===== config.mk =====
export PLATFORM = sky130hd
export DESIGN_NAME = rdc_sqrt
export DESIGN_NICKNAME = d
export VERILOG_FILES = /design/src/sv/rdc_sqrt.sv
export SDC_FILE = /design/constraint.sdc
export NUM_CORES = 1
export LEC_CHECK = 0
export ABC_AREA = 1
export BUFFER_PORTS_ARGS = -buffer_cell sky130_fd_sc_hd__buf_4
export CAP_MARGIN = 0
export CORE_ASPECT_RATIO = 1.75
export CORE_MARGIN = 1
export CORE_UTILIZATION = 50
export CTS_CLUSTER_SIZE = 25
export DETAILED_ROUTE_END_ITERATION = 10
export PLACE_DENSITY = 0.71
export SLEW_MARGIN = 20
export SYNTH_ARGS = -nofsm -noshare
export SYNTH_HDL_FRONTEND = slang
export SYNTH_SLANG_ARGS = --single-unit

===== constraint.sdc =====
create_clock -name clk -period 2.7 [get_ports clk]
set_input_delay 0.135 -clock clk [delete_from_list [all_inputs] [get_ports clk]]
set_output_delay 0.135 -clock clk [all_outputs]
set_load 0.05 [all_outputs]

===== src/sv/rdc_sqrt.sv =====
// ----------------------------------------------------------------------------
// rdc_sqrt
// Pipelined integer square root, one root bit per register stage.
// ----------------------------------------------------------------------------
module rdc_sqrt #(
  parameter int RW  = 17,
  parameter int SBW = 4,
  localparam int SW = 2 * RW
) (
  input  logic           clk,
  input  logic           rst_n,
  input  logic           adv,
  input  logic           in_vld,
  input  logic [SW-1:0]  in_x,
  input  logic [SBW-1:0] in_sb,
  output logic           out_vld,
  output logic [RW-1:0]  out_root,
  output logic [SBW-1:0] out_sb
);
  logic           vld_r  [RW];
  logic [SW-1:0]  x_r    [RW];
  logic [RW:0]    rem_r  [RW];
  logic [RW-1:0]  root_r [RW];
  logic [SBW-1:0] sb_r   [RW];

  for (genvar s = 0; s < RW; s++) begin : g_stage
    logic           vi;
    logic [SW-1:0]  xi;
    logic [RW:0]    ri;
    logic [RW-1:0]  oi;
    logic [SBW-1:0] sbi;
    logic [RW+2:0]  part, trial;
    logic           ge;

    if (s == 0) begin : g_first
      assign vi  = in_vld;
      assign xi  = in_x;
      assign ri  = '0;
      assign oi  = '0;
      assign sbi = in_sb;
    end else begin : g_next
      assign vi  = vld_r[s-1];
      assign xi  = x_r[s-1];
      assign ri  = rem_r[s-1];
      assign oi  = root_r[s-1];
      assign sbi = sb_r[s-1];
    end

    assign part  = {ri, xi[SW-1:SW-2]};
    assign trial = {1'b0, oi, 2'b01};
    assign ge    = part >= trial;

    always_ff @(posedge clk) begin
      if (!rst_n) begin
        vld_r[s] <= 1'b0;
      end else if (adv) begin
        vld_r[s] <= vi;
      end
    end

    always_ff @(posedge clk) begin
      if (adv) begin
        x_r[s]    <= xi << 2;
        rem_r[s]  <= ge ? (RW+1)'(part - trial) : part[RW:0];
        root_r[s] <= {oi[RW-2:0], ge};
        sb_r[s]   <= sbi;
      end
    end
  end

  assign out_vld  = vld_r[RW-1];
  assign out_root = root_r[RW-1];
  assign out_sb   = sb_r[RW-1];

endmodule


# == Word-level counts from Yosys, hierarchy flattened ==
# Memory sizes are Yosys's and may differ from the RTL's.
# Cells that the tools add are included.
# classes
n_mux,39
bitwise_logic,17
order_cmp,17
n_addsub,17
# ops
cell,count
20-bit by 19-bit >= comparator with 1-bit output,16
18-bit two-way mux,17
18-bit subtractor,16
1-bit two-way mux,22
1-bit bitwise OR,17
"2-bit by 1-bit subtractor with 3-bit output, second input constant",1
"2-bit by 1-bit >= comparator with 1-bit output, second input constant",1
# word_totals
ramBits,1224
elab_cells,95
memories,5
input_bits,42
regBits,0
out_inout_bits,22
# mem_list
memory,words,width,rd,rd_ports_with_merged_regs,wr,line_no,text
x_r,17,32,16,0,17,21,logic [SW-1:0] x_r [RW];
rem_r,17,18,16,0,17,22,logic [RW:0] rem_r [RW];
root_r,17,17,17,0,17,23,logic [RW-1:0] root_r [RW];
sb_r,17,4,17,0,17,24,logic [SBW-1:0] sb_r [RW];
vld_r,17,1,17,0,17,20,logic vld_r [RW];

# == Depth between registers and ports, before layout ==
# Gate-level depths: netlist of the first run.
# logic_depth
depth_word,4
depth_mapped,14
mapped_depth_nobuf,13

# == Worst setup path before layout of the first run ==
# No wires, ideal clock.
# synth_path
path_kind,reg-to-reg
start,memory rem_r[0][256] (netlist bit)
end,memory rem_r[0][287] (netlist bit) (data pin)
slack_ns,0.783
setup_time_ns,0.256
period_less_slack_ns,1.917
arrival_time_ns,1.661
path_buffers,1
t_required_ns,2.444
stages_incl_launch_ff,11
path_cell_list,edfxtp_1 ha_1 nand2_2 inv_1 a21oi_4 nand2_2 nand2_2 nand2_4 a21oi_4 buf_12 a21oi_1
# synth_rtl
item,line_no
"start, declared",22

==> results of run 1 <==
## cell type report
class,instances,area share
Clock buffer,80,0.0423
Sequential cell,778,0.533
Tap cell,1020,0.0291
Clock inverter,54,0.0158
Inverter,592,0.0509
Multi-Input combinational cell,2396,0.292
Timing Repair Buffer,175,0.0364
## power groups by stage
stage | registers [uW] | logic (uW) | clock network (uW)
detailed placement | 15700 | 5650 | 0
CTS | 15400 | 5730 | 11200
global route | 15500 | 6410 | 11600
global placement | 15700 | 5600 | 0
finish | 15400 | 5720 | 10900
floorplan | 15400 | 3900 | 0
## final timing paths
path                     start           end  slack [ns]  cells past startpoint
setup / recovery  rem_r[0][75]  rem_r[0][90]        0.23                      9
hold / removal        in_sb[0]    sb_r[0][0]        0.18                      2
setup reg to reg  rem_r[0][75]  rem_r[0][90]        0.23                      9
hold reg to reg    x_r[0][250]   x_r[0][284]        0.41                      0
## placed cells by master (no fill, tap or decap), types with 4 or more instances in the layout
master         netlist  routed
buf_12               2      13
clkinv_2             0       9
clkinvlp_4           0       9
clkinv_1             1      12
nand3_2              6       6
o21ai_1             11      11
nor2_1             292     292
o21ai_2             39      39
nand2_2             53      53
nor3_1              35      35
clkbuf_16            0      73
dlygate4sd3_1        0      44
inv_2               13      13
o21bai_1             6       6
o211ai_1             4       4
xor2_1              65      65
edfxtp_1           777     777
nand2_1           1028    1028
or2_2                5       5
clkinv_4             0       5
inv_1              575     575
clkbuf_1             2       7
ha_1               171     171
bufinv_16            0      12
nor2_2              14      14
nand3b_1            27      27
a21oi_2             39      39
nand4_1             52      52
buf_4                5     117
a21oi_1            155     155
nand3_1            222     222
nor3_2               4       4
nand2_4              9       9
a21o_1               4       4
o21ai_0             86      86
xnor2_1             41      41
nor2_4               4       4
## metrics by stage
step | std cells | utilization | power (uW) | cell area (um2)
after floorplan | 3795 | - | 19300 | 38700
after detailed placement | 4917 | 0.534 | 21300 | 40800
after global placement | 4917 | 0.534 | 21300 | 40800
after global routing | 5095 | 0.573 | 33600 | 43800
final | 5095 | 0.573 | 32100 | 43800
after CTS | 5095 | 0.573 | 32400 | 43800
## cells by family (layout without fill, tap and decap cells)
family,count (synthesis),in the layout,share of synthesized area
AOI/OAI and AO/OA,352,352,0.0552
xor gates and xnor gates,106,106,0.0240
adders and majority gates,171,171,0.0553
buffers and inverters,621,901,0.0653
DFF,778,778,0.604
other,1,1,0.0000970
and+or+nand+nor,1766,1766,0.196
## routing by layer
metal	vias up	global-route usage	routed length, um
met2	568	0.484	53100
met3	348	0.0390	2680
met1	12200	0.185	27500
li1	13100	-	-
met5	-	0	0
met4	0	0.220	9010
## sequential cells by signal, summed over array words and instances, names as in the netlist
| signal | cells |
|---|---|
| x_r | 272 |
| root_r | 153 |
| rem_r | 268 |
| sb_r | 68 |
| vld_r | 17 |
## critical path, stage by stage (launching register included)
cell      delay [ns]
edfxtp_1        0.40
ha_1            0.38
a21oi_1         0.22
o21ai_0         0.10
a21oi_1         0.26
nand2_1         0.13
nor2_2          0.42
inv_1           0.18
nand2_1         0.09
nand2_1         0.05
==> qor.yml, run 1 <==
outcome: "completed"
postSynthCellCount: 3795
wl_um: 92200
period_needed_ns: 2.47
grt_pass1_wl_um: 140000
switching_power_uw: 9150
cts-buffers-inserted: 73
hold_viol_final: 0
synth_commonest_cells: "1028 x nand2_1, 777 x edfxtp_1, 575 x inv_1, 292 x nor2_1, 222 x nand3_1"
grt_overflow_total: 0
async_flop_share: 0
skew_ns: 0.0316
ys_types: 50
drtAntennaViolNets: 0
min_path_type: "in -> reg"
critPathRequiredTime_ns: 3.12
clock.fmax_mhz: 405
cts_hold_buf: 44
maxCapViolCount: 0
synth_area_leaders: "edfxtp_1 60%, nand2_1 10%, inv_1 5.6%"
vias_per_cell: 5.15
clk-insertion-delay-late_ns: 0.68
dpl.hpwl_um: 71100
cp_data_arrival_time_ns: 2.89
syn2layout_area_growth_pct: 13.2
power_density_mw_per_mm2: 733
relSlewSlack: 0.481
gp_congestion: 0.965
comb_power_share: 0.178
synth_area_leader_cell: "edfxtp_1"
swShare: 0.285
rsz0062_at_grt: "false"
core_region_area_mm2: 0.0765
end_kind: "register"
report.final.setup_viol: 0
ys_ff_latch: 778
power.internal_uw: 22900
ys_seq_area_frac: 0.604
drive_gt1_frac: 0.109
fillCellCount: 6608
synth_edf_count: 777
num-nets-final: 4229
fp-row-count: 134
cts.sinks: 778
setup.worst_path.class: "reg -> reg"
die_w_um: 212
syn-num-nets: 4008
leakagePower_uw: 0.0188
worst_slack_ns: 0.230
post-cts-setup-buffer-count: 0
cts.repair.resized: 0
root_buffer: "clkbuf_16"
share_seq_of_total_power: 0.481
ios: 64
drt-initial-drc-count: 1308
path_clk_slew_ns: 0.06
die_y_um: 370
antenna_cells: 0
pre_cts_ws_ns: 0.269
yosysMostFrequentCell: "nand2_1"
postSynthAreaPerCell_um2: 10.2
finalCritPeriodShare: 0.915
ys.flop_type: "edfxtp_1"
grt_pass1_vias: 27100
setup_tns_ns: 0
seq_area_mm2: 0.0234
wl_per_cell_um: 18.1
drcViolationCount: 0
clock_power_share: 0.341
io_buffers: 63
globalRouteTotalUtil: 0.240
dieArea_mm2: 0.0785
syn_area_mm2: 0.0387
hold_ws_ns: 0.178
final-max-slew-violation-count: 0
via_count: 26200
multi_input_area_mm2: 0.0128
max-vdd-ir-drop_v: 0.000575
ys_warn_count: 0
crit_fanout: 12
clockBufferDepth: 3
antenna_found_initial: 0
yosys.area.top_type_share: 0.603
start_util: 0.506
grt_max_degree: 105
first_pass_iters: 7
cts_tree: "yes"
h-tree-depth: 3
tightest_slew_ns: 0.770
cp-start-kind: "register"
No activity file was read; power rests on OpenSTA's default activity.
==> run 2, diff against run 1 <==
Settings changed: CORE_MARGIN 1 to not set, CORE_UTILIZATION 50 to 30, PLACE_DENSITY 0.71 to not set.
==> run 2 against run 1 <==
Net effect:
- cell area is 1.5% higher
- setup slack worse by 0.047 ns
- non-clock buffer count is 20 lower
- largest cell class unchanged
- total power is 0.22% higher
- highest routed layer unchanged
- sequential power hardly changed
- worst hold slack better by 0.0068 ns
- clock skew is 0.0051 ns higher
- largest power group unchanged
- critical path type unchanged
==> qor.yml, run 2 (synthesized netlist as in run 1, its figures left out) <==
setup.worst_path.class: "reg -> reg"
final-max-slew-violation-count: 0
num-nets-final: 4216
gp_congestion: 0.923
regMostFlops: "x_r"
hold_viol_final: 0
grt_max_degree: 108
dieArea_mm2: 0.130
final_common_cell: "nand2_1"
cts.sinks: 778
power_density_mw_per_mm2: 723
cp_data_arrival_time_ns: 2.87
leakagePower_uw: 0.0188
dpl.hpwl_um: 69300
period_needed_ns: 2.52
crit_fanout: 11
core_region_area_mm2: 0.127
ios: 64
h-tree-depth: 3
globalRouteTotalUtil: 0.138
relSlewSlack: 0.555
grt_pass1_wl_um: 138000
min_path_type: "in -> reg"
via_count: 25900
die_w_um: 273
drtAntennaViolNets: 0
outcome: "completed"
clk-insertion-delay-late_ns: 0.67
skew_ns: 0.0367
drcViolationCount: 0
drt-initial-drc-count: 1315
root_buffer: "clkbuf_16"
max-vdd-ir-drop_v: 0.000582
path_clk_slew_ns: 0.06
clockBufferDepth: 3
setup_tns_ns: 0
grt_overflow_total: 0
top_regs: "x_r: 272 flops, rem_r: 268 flops, root_r: 153 flops"
clock.fmax_mhz: 397
wl_per_cell_um: 15.8
fillCellCount: 12700
antenna_cells: 0
rsz0062_at_grt: "false"
drive_gt1_frac: 0.105
die_y_um: 477
tightest_slew_ns: 0.667
cts-buffers-inserted: 79
syn2layout_area_growth_pct: 15.0
layout_common_cells: "1028 x nand2_1, 777 x edfxtp_1, 575 x inv_1, 292 x nor2_1, 222 x nand3_1"
antenna_found_initial: 0
grt_pass1_vias: 26700
start_util: 0.303
critPathRequiredTime_ns: 3.06
cts_tree: "yes"
vias_per_cell: 4.52
first_pass_iters: 5
end_kind: "register"
wl_um: 90600
cp-start-kind: "register"
dp.cells: 5539
io_buffers: 63
finalCritPeriodShare: 0.932
maxCapViolCount: 0
report.final.setup_viol: 0
largest_reg_flops: 272
fp-row-count: 173
final_cells: 5730
## run 2: worst paths after layout
| check | start | to | slack (ns) | depth (start not counted) |
|---|---|---|---|---|
| hold / removal | in_x[18] | x_r[0][18] | 0.19 | 2 |
| setup / recovery | root_r[0][34] | rem_r[0][59] | 0.18 | 9 |
| hold reg to reg | x_r[0][114] | x_r[0][148] | 0.41 | 0 |
| setup reg to reg | root_r[0][34] | rem_r[0][59] | 0.18 | 9 |
## run 2: metrics by stage
step / worst slack [ns] / utilization / hold WS [ns] / cell area (um2) / power [uW]
3_3_place_gp: 0.174 / 0.325 / 0.313 / 41400 / 21200
5_1_grt: 0.0266 / 0.349 / 0.139 / 44500 / 33800
3_5_place_dp: 0.138 / 0.325 / 0.314 / 41400 / 21300
2_1_floorplan: 0.783 / - / 0.234 / 38700 / 19300
4_1_cts: 0.107 / 0.349 / 0.118 / 44500 / 32700
6_report: 0.182 / 0.349 / 0.185 / 44500 / 32200
## run 2: power by group
part / internal (uW) / switching, uW
clock network: 6340 / 4810
registers: 14700 / 663
logic: 1950 / 3660
## run 2: routing by layer
metal,track usage,part of all wire
met5,0,0
met4,0.104,0.077
met3,0.0204,0.028
met2,0.285,0.58
met1,0.111,0.31
## run 2: area by class of cell
cell class / count / area [um2] / area share
Clock buffer: 95 / 2080 / 0.0468
Inverter: 592 / 2230 / 0.0501
Clock inverter: 51 / 547 / 0.0123
Timing Repair Buffer: 155 / 1370 / 0.0308
Tap cell: 1662 / 2080 / 0.0468
Multi-Input combinational cell: 2397 / 12800 / 0.288
Sequential cell: 778 / 23400 / 0.525
## run 2: what timing repair did
action,CTS,global route
setup buffers,0,0
endpoints found under the hold margin,65,0
resized for setup,0,1
setup endpoints to repair,0,2
hold buffers,44,0
## run 2: critical path, stage by stage (launching register included)
cell and delay, ns:
edfxtp_1 0.37, inv_1 0.06, ha_1 0.38, nand3b_1 0.12
nand2_1 0.12, a21boi_2 0.24, nand3_1 0.14, nor2_2 0.35
buf_4 0.26, o21ai_0 0.16
