[config.mk]
export PLATFORM = sky130hd
export DESIGN_NAME = rdc_front
export DESIGN_NICKNAME = d
export VERILOG_FILES = /design/src/sv/rdc_pkg.sv /design/src/sv/rdc_front.sv
export SDC_FILE = /design/constraint.sdc
export NUM_CORES = 2
export LEC_CHECK = 0
export ABC_AREA = 0
export BUFFER_PORTS_ARGS = -buffer_cell sky130_fd_sc_hd__buf_2
export CAP_MARGIN = 20
export CORE_MARGIN = 4
export CORE_UTILIZATION = 58
export DETAILED_ROUTE_END_ITERATION = 12
export HOLD_SLACK_MARGIN = 0.05
export MAX_ROUTING_LAYER = met4
export PLACE_DENSITY = 0.79
export SLEW_MARGIN = 30
export SYNTH_ARGS = -nofsm -noshare
export SYNTH_HDL_FRONTEND = slang
export SYNTH_SLANG_ARGS = --single-unit
[constraint.sdc]
create_clock -name clk -period 8.9 [get_ports clk]
set_input_delay 1.335 -clock clk [delete_from_list [all_inputs] [get_ports clk]]
set_output_delay 1.335 -clock clk [all_outputs]
set_load 0.03 [all_outputs]
[src/sv/rdc_pkg.sv]
// ----------------------------------------------------------------------------
// rdc_pkg
// Shared types and constants for the resize dimension calculator.
// ----------------------------------------------------------------------------
package rdc_pkg;

  localparam int DIM_BITS_DEF = 16;
  localparam int CFG_IDX_W    = 3;
  localparam int CFG_DATA_W   = 32;
  localparam int MUL_W        = 32;
  localparam int LIMIT_W      = 16;
  localparam int PCT_W        = 15;
  localparam int PCT_FULL     = 25600;

  typedef enum logic [2:0] {
    MODE_LONG  = 3'd0,
    MODE_SHORT = 3'd1,
    MODE_WIDTH = 3'd2,
    MODE_HEIGHT = 3'd3,
    MODE_PCT   = 3'd4,
    MODE_MEGA  = 3'd5
  } mode_t;

  typedef enum logic [CFG_IDX_W-1:0] {
    CFG_MODE   = 3'd0,
    CFG_LONG   = 3'd1,
    CFG_SHORT  = 3'd2,
    CFG_WIDTH  = 3'd3,
    CFG_HEIGHT = 3'd4,
    CFG_KEEP   = 3'd5,
    CFG_PCT    = 3'd6,
    CFG_PIX    = 3'd7
  } cfg_idx_t;

  // How one output dimension is formed at the end of the pipeline.
  typedef enum logic [1:0] {
    KIND_PASS = 2'd0,
    KIND_DIV  = 2'd1,
    KIND_ROOT = 2'd2
  } kind_t;

endpackage

[src/sv/rdc_front.sv]
// ----------------------------------------------------------------------------
// rdc_front
// Mode decode, scaling multiply and dividend set-up, three register stages.
// ----------------------------------------------------------------------------
module rdc_front #(
  parameter int DIM_BITS = rdc_pkg::DIM_BITS_DEF,
  localparam int XW = (DIM_BITS > 16) ? DIM_BITS : 16,
  localparam int PW = DIM_BITS + rdc_pkg::MUL_W,
  localparam int AW = PW + 2,
  localparam int BW = XW + 1
) (
  input  logic                        clk,
  input  logic                        rst_n,
  input  logic                        adv,
  input  logic                        in_vld,
  input  logic [DIM_BITS-1:0]         in_w,
  input  logic [DIM_BITS-1:0]         in_h,
  input  rdc_pkg::mode_t              mode,
  input  logic [rdc_pkg::LIMIT_W-1:0] long_lim,
  input  logic [rdc_pkg::LIMIT_W-1:0] short_lim,
  input  logic [rdc_pkg::LIMIT_W-1:0] width_tgt,
  input  logic [rdc_pkg::LIMIT_W-1:0] height_tgt,
  input  logic                        keep,
  input  logic [rdc_pkg::PCT_W-1:0]   pct,
  input  logic [rdc_pkg::MUL_W-1:0]   pix,
  output logic                        out_vld,
  output logic                        out_inv,
  output logic [1:0][AW-1:0]          out_a,
  output logic [1:0][BW-1:0]          out_b,
  output rdc_pkg::kind_t [1:0]        out_kind,
  output logic [1:0][XW-1:0]          out_pass
);
  import rdc_pkg::*;

  // Stage 1: decode.
  logic                       s1_vld_r, s1_inv_r, s1_mega_r;
  kind_t [1:0]                s1_kind_r;
  logic [1:0][DIM_BITS-1:0]   s1_dim_r;
  logic [1:0][MUL_W-1:0]      s1_mul_r;
  logic [1:0][XW-1:0]         s1_den_r, s1_pass_r;

  kind_t [1:0]                kind_nxt;
  logic [1:0][MUL_W-1:0]      mul_nxt;
  logic [1:0][XW-1:0]         den_nxt, pass_nxt;
  logic [XW-1:0]              wx, hx, emax, emin;
  logic [PW-1:0]              area;

  always_comb begin
    wx   = XW'(in_w);
    hx   = XW'(in_h);
    emax = (wx > hx) ? wx : hx;
    emin = (wx < hx) ? wx : hx;
    area = PW'(in_w) * PW'(in_h);
    kind_nxt[0] = KIND_PASS;
    kind_nxt[1] = KIND_PASS;
    mul_nxt  = '0;
    den_nxt  = '0;
    pass_nxt[0] = wx;
    pass_nxt[1] = hx;
    unique case (mode)
      MODE_LONG: begin
        if (long_lim != '0 && emax > XW'(long_lim)) begin
          kind_nxt[0] = KIND_DIV;
          kind_nxt[1] = KIND_DIV;
          mul_nxt  = {MUL_W'(long_lim), MUL_W'(long_lim)};
          den_nxt  = {emax, emax};
        end
      end
      MODE_SHORT: begin
        if (short_lim != '0 && emin > XW'(short_lim)) begin
          kind_nxt[0] = KIND_DIV;
          kind_nxt[1] = KIND_DIV;
          mul_nxt  = {MUL_W'(short_lim), MUL_W'(short_lim)};
          den_nxt  = {emin, emin};
        end
      end
      MODE_WIDTH: begin
        if (width_tgt != '0 && !(wx <= XW'(width_tgt) && keep)) begin
          pass_nxt[0] = XW'(width_tgt);
          if (keep) begin
            kind_nxt[1] = KIND_DIV;
            mul_nxt[1]  = MUL_W'(width_tgt);
            den_nxt[1]  = wx;
          end
        end
      end
      MODE_HEIGHT: begin
        if (height_tgt != '0 && !(hx <= XW'(height_tgt) && keep)) begin
          pass_nxt[1] = XW'(height_tgt);
          if (keep) begin
            kind_nxt[0] = KIND_DIV;
            mul_nxt[0]  = MUL_W'(height_tgt);
            den_nxt[0]  = hx;
          end
        end
      end
      MODE_PCT: begin
        if (pct != '0 && 32'(pct) < PCT_FULL) begin
          kind_nxt[0] = KIND_DIV;
          kind_nxt[1] = KIND_DIV;
          mul_nxt  = {MUL_W'(pct), MUL_W'(pct)};
          den_nxt  = {XW'(PCT_FULL), XW'(PCT_FULL)};
        end
      end
      MODE_MEGA: begin
        // Each side is the root of side * limit / other side; the source
        // side is also the cap of the result.
        if (pix != '0 && area > PW'(pix)) begin
          kind_nxt[0] = KIND_ROOT;
          kind_nxt[1] = KIND_ROOT;
          mul_nxt  = {pix, pix};
          den_nxt  = {wx, hx};
        end
      end
      default: begin
      end
    endcase
  end

  always_ff @(posedge clk) begin
    if (!rst_n) begin
      s1_vld_r <= 1'b0;
    end else if (adv) begin
      s1_vld_r <= in_vld;
    end
  end

  always_ff @(posedge clk) begin
    if (adv) begin
      s1_inv_r  <= (in_w == '0) || (in_h == '0);
      s1_mega_r <= (kind_nxt[0] == KIND_ROOT);
      s1_kind_r <= kind_nxt;
      s1_dim_r  <= {in_h, in_w};
      s1_mul_r  <= mul_nxt;
      s1_den_r  <= den_nxt;
      s1_pass_r <= pass_nxt;
    end
  end

  // Stage 2: multiply.
  logic                  s2_vld_r, s2_inv_r, s2_mega_r;
  kind_t [1:0]           s2_kind_r;
  logic [1:0][PW-1:0]    s2_prod_r;
  logic [1:0][XW-1:0]    s2_den_r, s2_pass_r;

  always_ff @(posedge clk) begin
    if (!rst_n) begin
      s2_vld_r <= 1'b0;
    end else if (adv) begin
      s2_vld_r <= s1_vld_r;
    end
  end

  always_ff @(posedge clk) begin
    if (adv) begin
      s2_inv_r  <= s1_inv_r;
      s2_mega_r <= s1_mega_r;
      s2_kind_r <= s1_kind_r;
      s2_den_r  <= s1_den_r;
      s2_pass_r <= s1_pass_r;
      for (int i = 0; i < 2; i++) begin
        s2_prod_r[i] <= PW'(s1_dim_r[i]) * PW'(s1_mul_r[i]);
      end
    end
  end

  // Stage 3: dividend and divisor. Rounding to nearest, ties upward, is
  // (2n + d) / 2d; the root path needs 4n / d for a half-step search.
  logic [1:0][AW-1:0] a_nxt;
  logic [1:0][BW-1:0] b_nxt;

  always_comb begin
    for (int i = 0; i < 2; i++) begin
      if (s2_mega_r) begin
        a_nxt[i] = {s2_prod_r[i], 2'b00};
        b_nxt[i] = BW'(s2_den_r[i]);
      end else begin
        a_nxt[i] = AW'({s2_prod_r[i], 1'b0}) + AW'(s2_den_r[i]);
        b_nxt[i] = {s2_den_r[i], 1'b0};
      end
    end
  end

  always_ff @(posedge clk) begin
    if (!rst_n) begin
      out_vld <= 1'b0;
    end else if (adv) begin
      out_vld <= s2_vld_r;
    end
  end

  always_ff @(posedge clk) begin
    if (adv) begin
      out_inv  <= s2_inv_r;
      out_a    <= a_nxt;
      out_b    <= b_nxt;
      out_kind <= s2_kind_r;
      out_pass <= s2_pass_r;
    end
  end

endmodule

### Word level (Yosys, flattened, before mapping)

Cells that the tools add are included.

| word-level totals | value |
|---|---|
| flip-flop bits (word level) | 506 |
| input port bits | 151 |
| logic and storage cells | 118 |

| cells by class | value |
|---|---|
| $add $sub $neg | 2 |
| multiply operators | 3 |
| order comparisons | 8 |
| equal/unequal tests | 6 |
| muxes and demuxes | 39 |
| reduce and logical (&&, ||, !) cells | 20 |

Operator list:

| kind | count |
|---|---|
| $pmux W32 S5 | 2 |
| $mux W16 | 16 |
| $pmux W16 S5 | 2 |
| $add A49 B16 Y50 | 2 |
| $mux W50 | 2 |
| $mul A16 B32 Y48 | 2 |
| $mux W32 | 3 |
| $mux W48 | 2 |
| $mux W64 | 1 |
| $reduce_bool A16 Y1 | 4 |
| $gt A16 B16 Y1 | 3 |
| $mux W47 | 1 |
| $gt A32 B32 Y1 | 1 |
| $le A16 B16 Y1 | 2 |
| $logic_not A16 Y1 | 2 |
| $mul A16 B16 Y32 | 1 |
| $reduce_bool A32 Y1 | 1 |
| $mux W31 | 1 |
| $pmux W2 S5 | 2 |
| $lt A16 B16 Y1 | 1 |
| $lt A15 B15 Y1 const B | 1 |
| $reduce_bool A15 Y1 | 1 |
| $mux W3 | 3 |
| $logic_and A1 B1 Y1 | 8 |
| 9 further kinds | 14 |

### Depth between registers and ports, before layout

| logic depth | value |
|---|---|
| depth after elaboration | 7 |
| depth in mapped cells | 36 |
| mapped depth without buffers | 33 |

### Worst setup path before layout

No wires, ideal clock.

| timing | value |
|---|---|
| path type | in2reg |
| from | input in_w[10] |
| to | register s1_mul_r[10] (netlist bit) (data pin) |
| setup time | 268 ps |
| arrival | 8,841 ps |
| slack | -209 ps |
| cell stages on the path | 33 |
| cell sequence | clkbuf_1 -> clkbuf_1 -> nand2_1 -> fa_1 -> fa_1 -> fa_1 -> fa_1 -> inv_1 -> fa_1 -> inv_1 -> fa_1 -> inv_1 -> ha_1 -> o21a_1 -> nor2_1 -> or2_2 -> o221ai_1 -> o211ai_1 -> a31oi_1 -> a21boi_0 -> o21ai_0 -> xor2_1 -> ha_1 -> nand4_1 -> nor2_1 -> and3_1 -> and3_1 -> a221oi_1 -> a31o_2 -> inv_2 -> buf_1 -> a221oi_2 -> o21ai_0 |

RTL lines:

| what | RTL line | RTL |
|---|---|---|
| from (decl) | rdc_front.sv:16 | `input logic [DIM_BITS-1:0] in_w,` |
| to (signal assigned) | rdc_front.sv:134 | `s1_mul_r <= mul_nxt;` |
| to (decl) | rdc_front.sv:39 | `logic [1:0][MUL_W-1:0] s1_mul_r;` |

==> key figures <==
Run status
  – Status: complete, no violations

Clocking
  – Root Buffer: clkbuf_16
  – CTS Hold Bufs: 0
  – Clock sink count: 506
  – TritonCTS clock tree: built
  – Clk_lat worst skew: 0.67 ns
  – Cts bufs inserted: 55
  – Reg clk slew, reported paths: 0.07 ns
  – H-tree depth: 2
  – Clock Path Buffers: 3

Global route
  – Vias in the first global route: 51300
  – Most Crowded Layer GR: met2
  – First-pass GRT wire length: 299 mm
  – Initial antenna violation count: 30
  – GRT Residual Overflow: 0
  – Largest net degree at the start of global routing: 182
  – Met2 Use GR: 50.5%
  – Met1 usage: 44.0%
  – Met3 Usage GRT: 10.9%
  – Overall routing resource usage: 34.5%

Timing
  – Tmin final: 8.65 ns
  – Fin Clk Skew: 0.0270 ns
  – WHS: 0.407 ns
  – Final worst path period share: 97.2%
  – Max Clk Rate: 0.116 GHz
  – Slew HR: 14.0%
  – Final Max Slew Viols: 0
  – Worst Tran Pin Value: 1.28 ns
  – Final hold vios: 0
  – Final-report setup violation count: 0

Synth
  – Synthesized flop and latch total: 506
  – Syn. warnings: 0
  – Synth Cell Area: 0.0646 mm2
  – Cell with the most instances after synthesis: inv_1
  – Sequential share of the synthesized area: 23.5%
  – Top cells by area, synth: fa_1 (32%), edfxtp_1 (23%), ha_1 (9.7%), inv_1 (6.9%), nand2_1 (6.3%)
  – EDFF count, synth: 503
  – Post-synthesis async set-or-reset flop share: 0%
  – Main flop type after synthesis: edfxtp_1
  – Yosys top cell area share: 32.0%
  – Post-synth top cells: inv_1 (1179), nand2_1 (1089), fa_1 (1032), edfxtp_1 (503), ha_1 (502)
  – Post-synthesis cell count: 6558
  – Syn avg cell area: 9.85 um2
  – Synth Net Count: 8243
  – Post-synthesis cell type count: 96
  – Yosys top cell by area: fa_1

Floorplanning
  – Core area: 0.111 mm2
  – Num rows: 122
  – DIE HEIGHT: 342 um
  – Io pins: 323
  – Die Footprint: 0.117 mm2
  – Chip width: 342 um
  – Initial core utilization: 58.3%

Detailed routing
  – Routed wire per std cell: 22.9 um
  – Drt total wl: 193 mm
  – Vias: 49400
  – DR vias/cell: 5.86
  – Drt pass-1 iters: 9
  – Starting DRT DRC Count: 5055
  – DRT antenna net count: 0
  – DRC violations left: 0

Setup path
  – CP Launch Type: input port
  – Reg2Reg Setup Slack: 1.23 ns
  – Worst path slowest cell: fa_1
  – Critical path class: in2reg
  – CP Data Arrival Time: 9.01 ns
  – Crit end category: register
  – Slowest stage delay, CP: 0.55 ns
  – RR Endpoint: s2_prod_r[94]
  – CP Max Fanout: 10
  – Cell mode on critical path: fa_1
  – RR Startpoint: s1_dim_r[20]
  – Reg2Reg Depth: 22
  – Critical Path RT: 9.26 ns

Layout
  – Nets: 8544
  – Post-Layout Cell Count: 8423
  – Layout cells sized above 1: 11.1%
  – Area grow syn2layout: 9.74%
  – Register area: 0.0152 mm2
  – Fillers: 8751
  – Footprint of the multi-input gates: 0.0440 mm2

Worst hold path
  – Hold_sp: s2_pass_r[22]
  – Worst hold path class: reg2reg
  – Worst hold stages: 0
  – WHS Endpoint: out_pass[22]

Placement
  – I/O Buffers: 322
  – Post-DP HPWL: 153 mm
  – Placed Cells: 8285
  – Gp weighted congestion: 1.13

Run
  – Maxcap violations: 0
-- metrics by stage --
step / utilization (%) / setup WS (ns) / instance area, um2 / setup TNS [ns]
2_1_floorplan: - / 0.000735 / 64600 / 0
3_3_place_gp: 62.0 / -0.541 / 68600 / -34.63
3_5_place_dp: 62.0 / -0.731 / 68700 / -48.81
4_1_cts: 63.7 / 0.0238 / 70600 / 0
5_1_grt: 64.0 / -0.00618 / 70900 / -0.0332
6_report: 64.0 / 0.251 / 70900 / 0
-- final cells by class --
cell class | count | share of cell area (%)
Antenna cell | 29 | 0.102
Clock buffer | 63 | 2.01
Clock inverter | 41 | 0.634
Inverter | 1180 | 6.25
Multi-Input combinational cell | 4563 | 62.1
Sequential cell | 506 | 21.4
Tap cell | 1488 | 2.63
Timing Repair Buffer | 553 | 4.88
-- state kept, by name, summed over array words and instances, names as in the netlist, 34 cells and up --
name / flops
out_a: 100
out_b: 34
s1_mul_r: 64
s2_prod_r: 96
-- worst max-delay path: cells and delay by family --
kind	cells	cell delay, ns
xor+xnor	1	0.15
fa+ha+maj	8	3.57
compound gates	11	1.97
buf+inv	11	1.38
simple gates	5	0.58
-- kinds of logic (layout without fill, tap and decap cells) --
family / count (synthesis) / after routing / synth area share, %
simple gates: 2002 / 2002 / 14.4
flops: 506 / 506 / 23.5
xor+xnor: 139 / 139 / 1.89
mux: 63 / 63 / 1.09
other cells: 0 / 29 / 0
compound gates: 825 / 825 / 8.70
fa+ha+maj: 1534 / 1534 / 41.7
buf+inv: 1489 / 1837 / 8.70
-- cell usage in the layout (no fill, tap or decap), types with 16 or more instances in the layout --
cell type  instances
nor3_1            37
nand2b_1          19
fa_1            1032
o21bai_1          27
and2_1           391
edfxtp_1         503
and3_1            37
o21a_1            34
buf_2            320
ha_1             500
diode_2           29
mux2_2            49
o211ai_1          24
a21oi_1          176
nor2_1           176
clkbuf_16         55
xor2_1            41
a22o_1            41
a31oi_1           16
a211oi_1          23
nor4_1            41
buf_4            217
nand3_1           62
inv_1           1179
nand2_1         1089
o21ai_1           24
nand4_1           63
a21o_1           114
xnor2_1           98
o21ai_0          178
nor2b_1           38
-- routing by layer --
layer,vias up,share of wire [%]
li1,21600,-
met3,553,12
met2,2809,44
met1,24400,38
met4,0,5.5
met5,-,0
-- worst max-delay path by stage --
stage / start / to / slack, ns / depth (start not counted)
final: in_w[7] / s1_mul_r[6] / 0.25 / 36
after global routing: in_h[4] / s1_mul_r[13] / -0.006 / 36
after CTS: in_h[4] / s1_mul_r[2] / 0.02 / 36
after detailed placement: in_h[2] / s1_mul_r[2] / -0.73 / 33
after global placement: in_h[2] / s1_mul_r[41] / -0.54 / 33
after floorplan: in_h[3] / s1_mul_r[10] / 0.0007 / 33
-- repair_timing --
item	4_1_cts	5_1_grt
buffers inserted	0	4
cloned	0	1
pin swaps	0	13
gates resized for setup	1	38
setup endpoints to repair	9	64
Power is left out: the tool's default activity adds up to more than one toggle a clock period on the data nets, which glitch-free logic cannot reach.
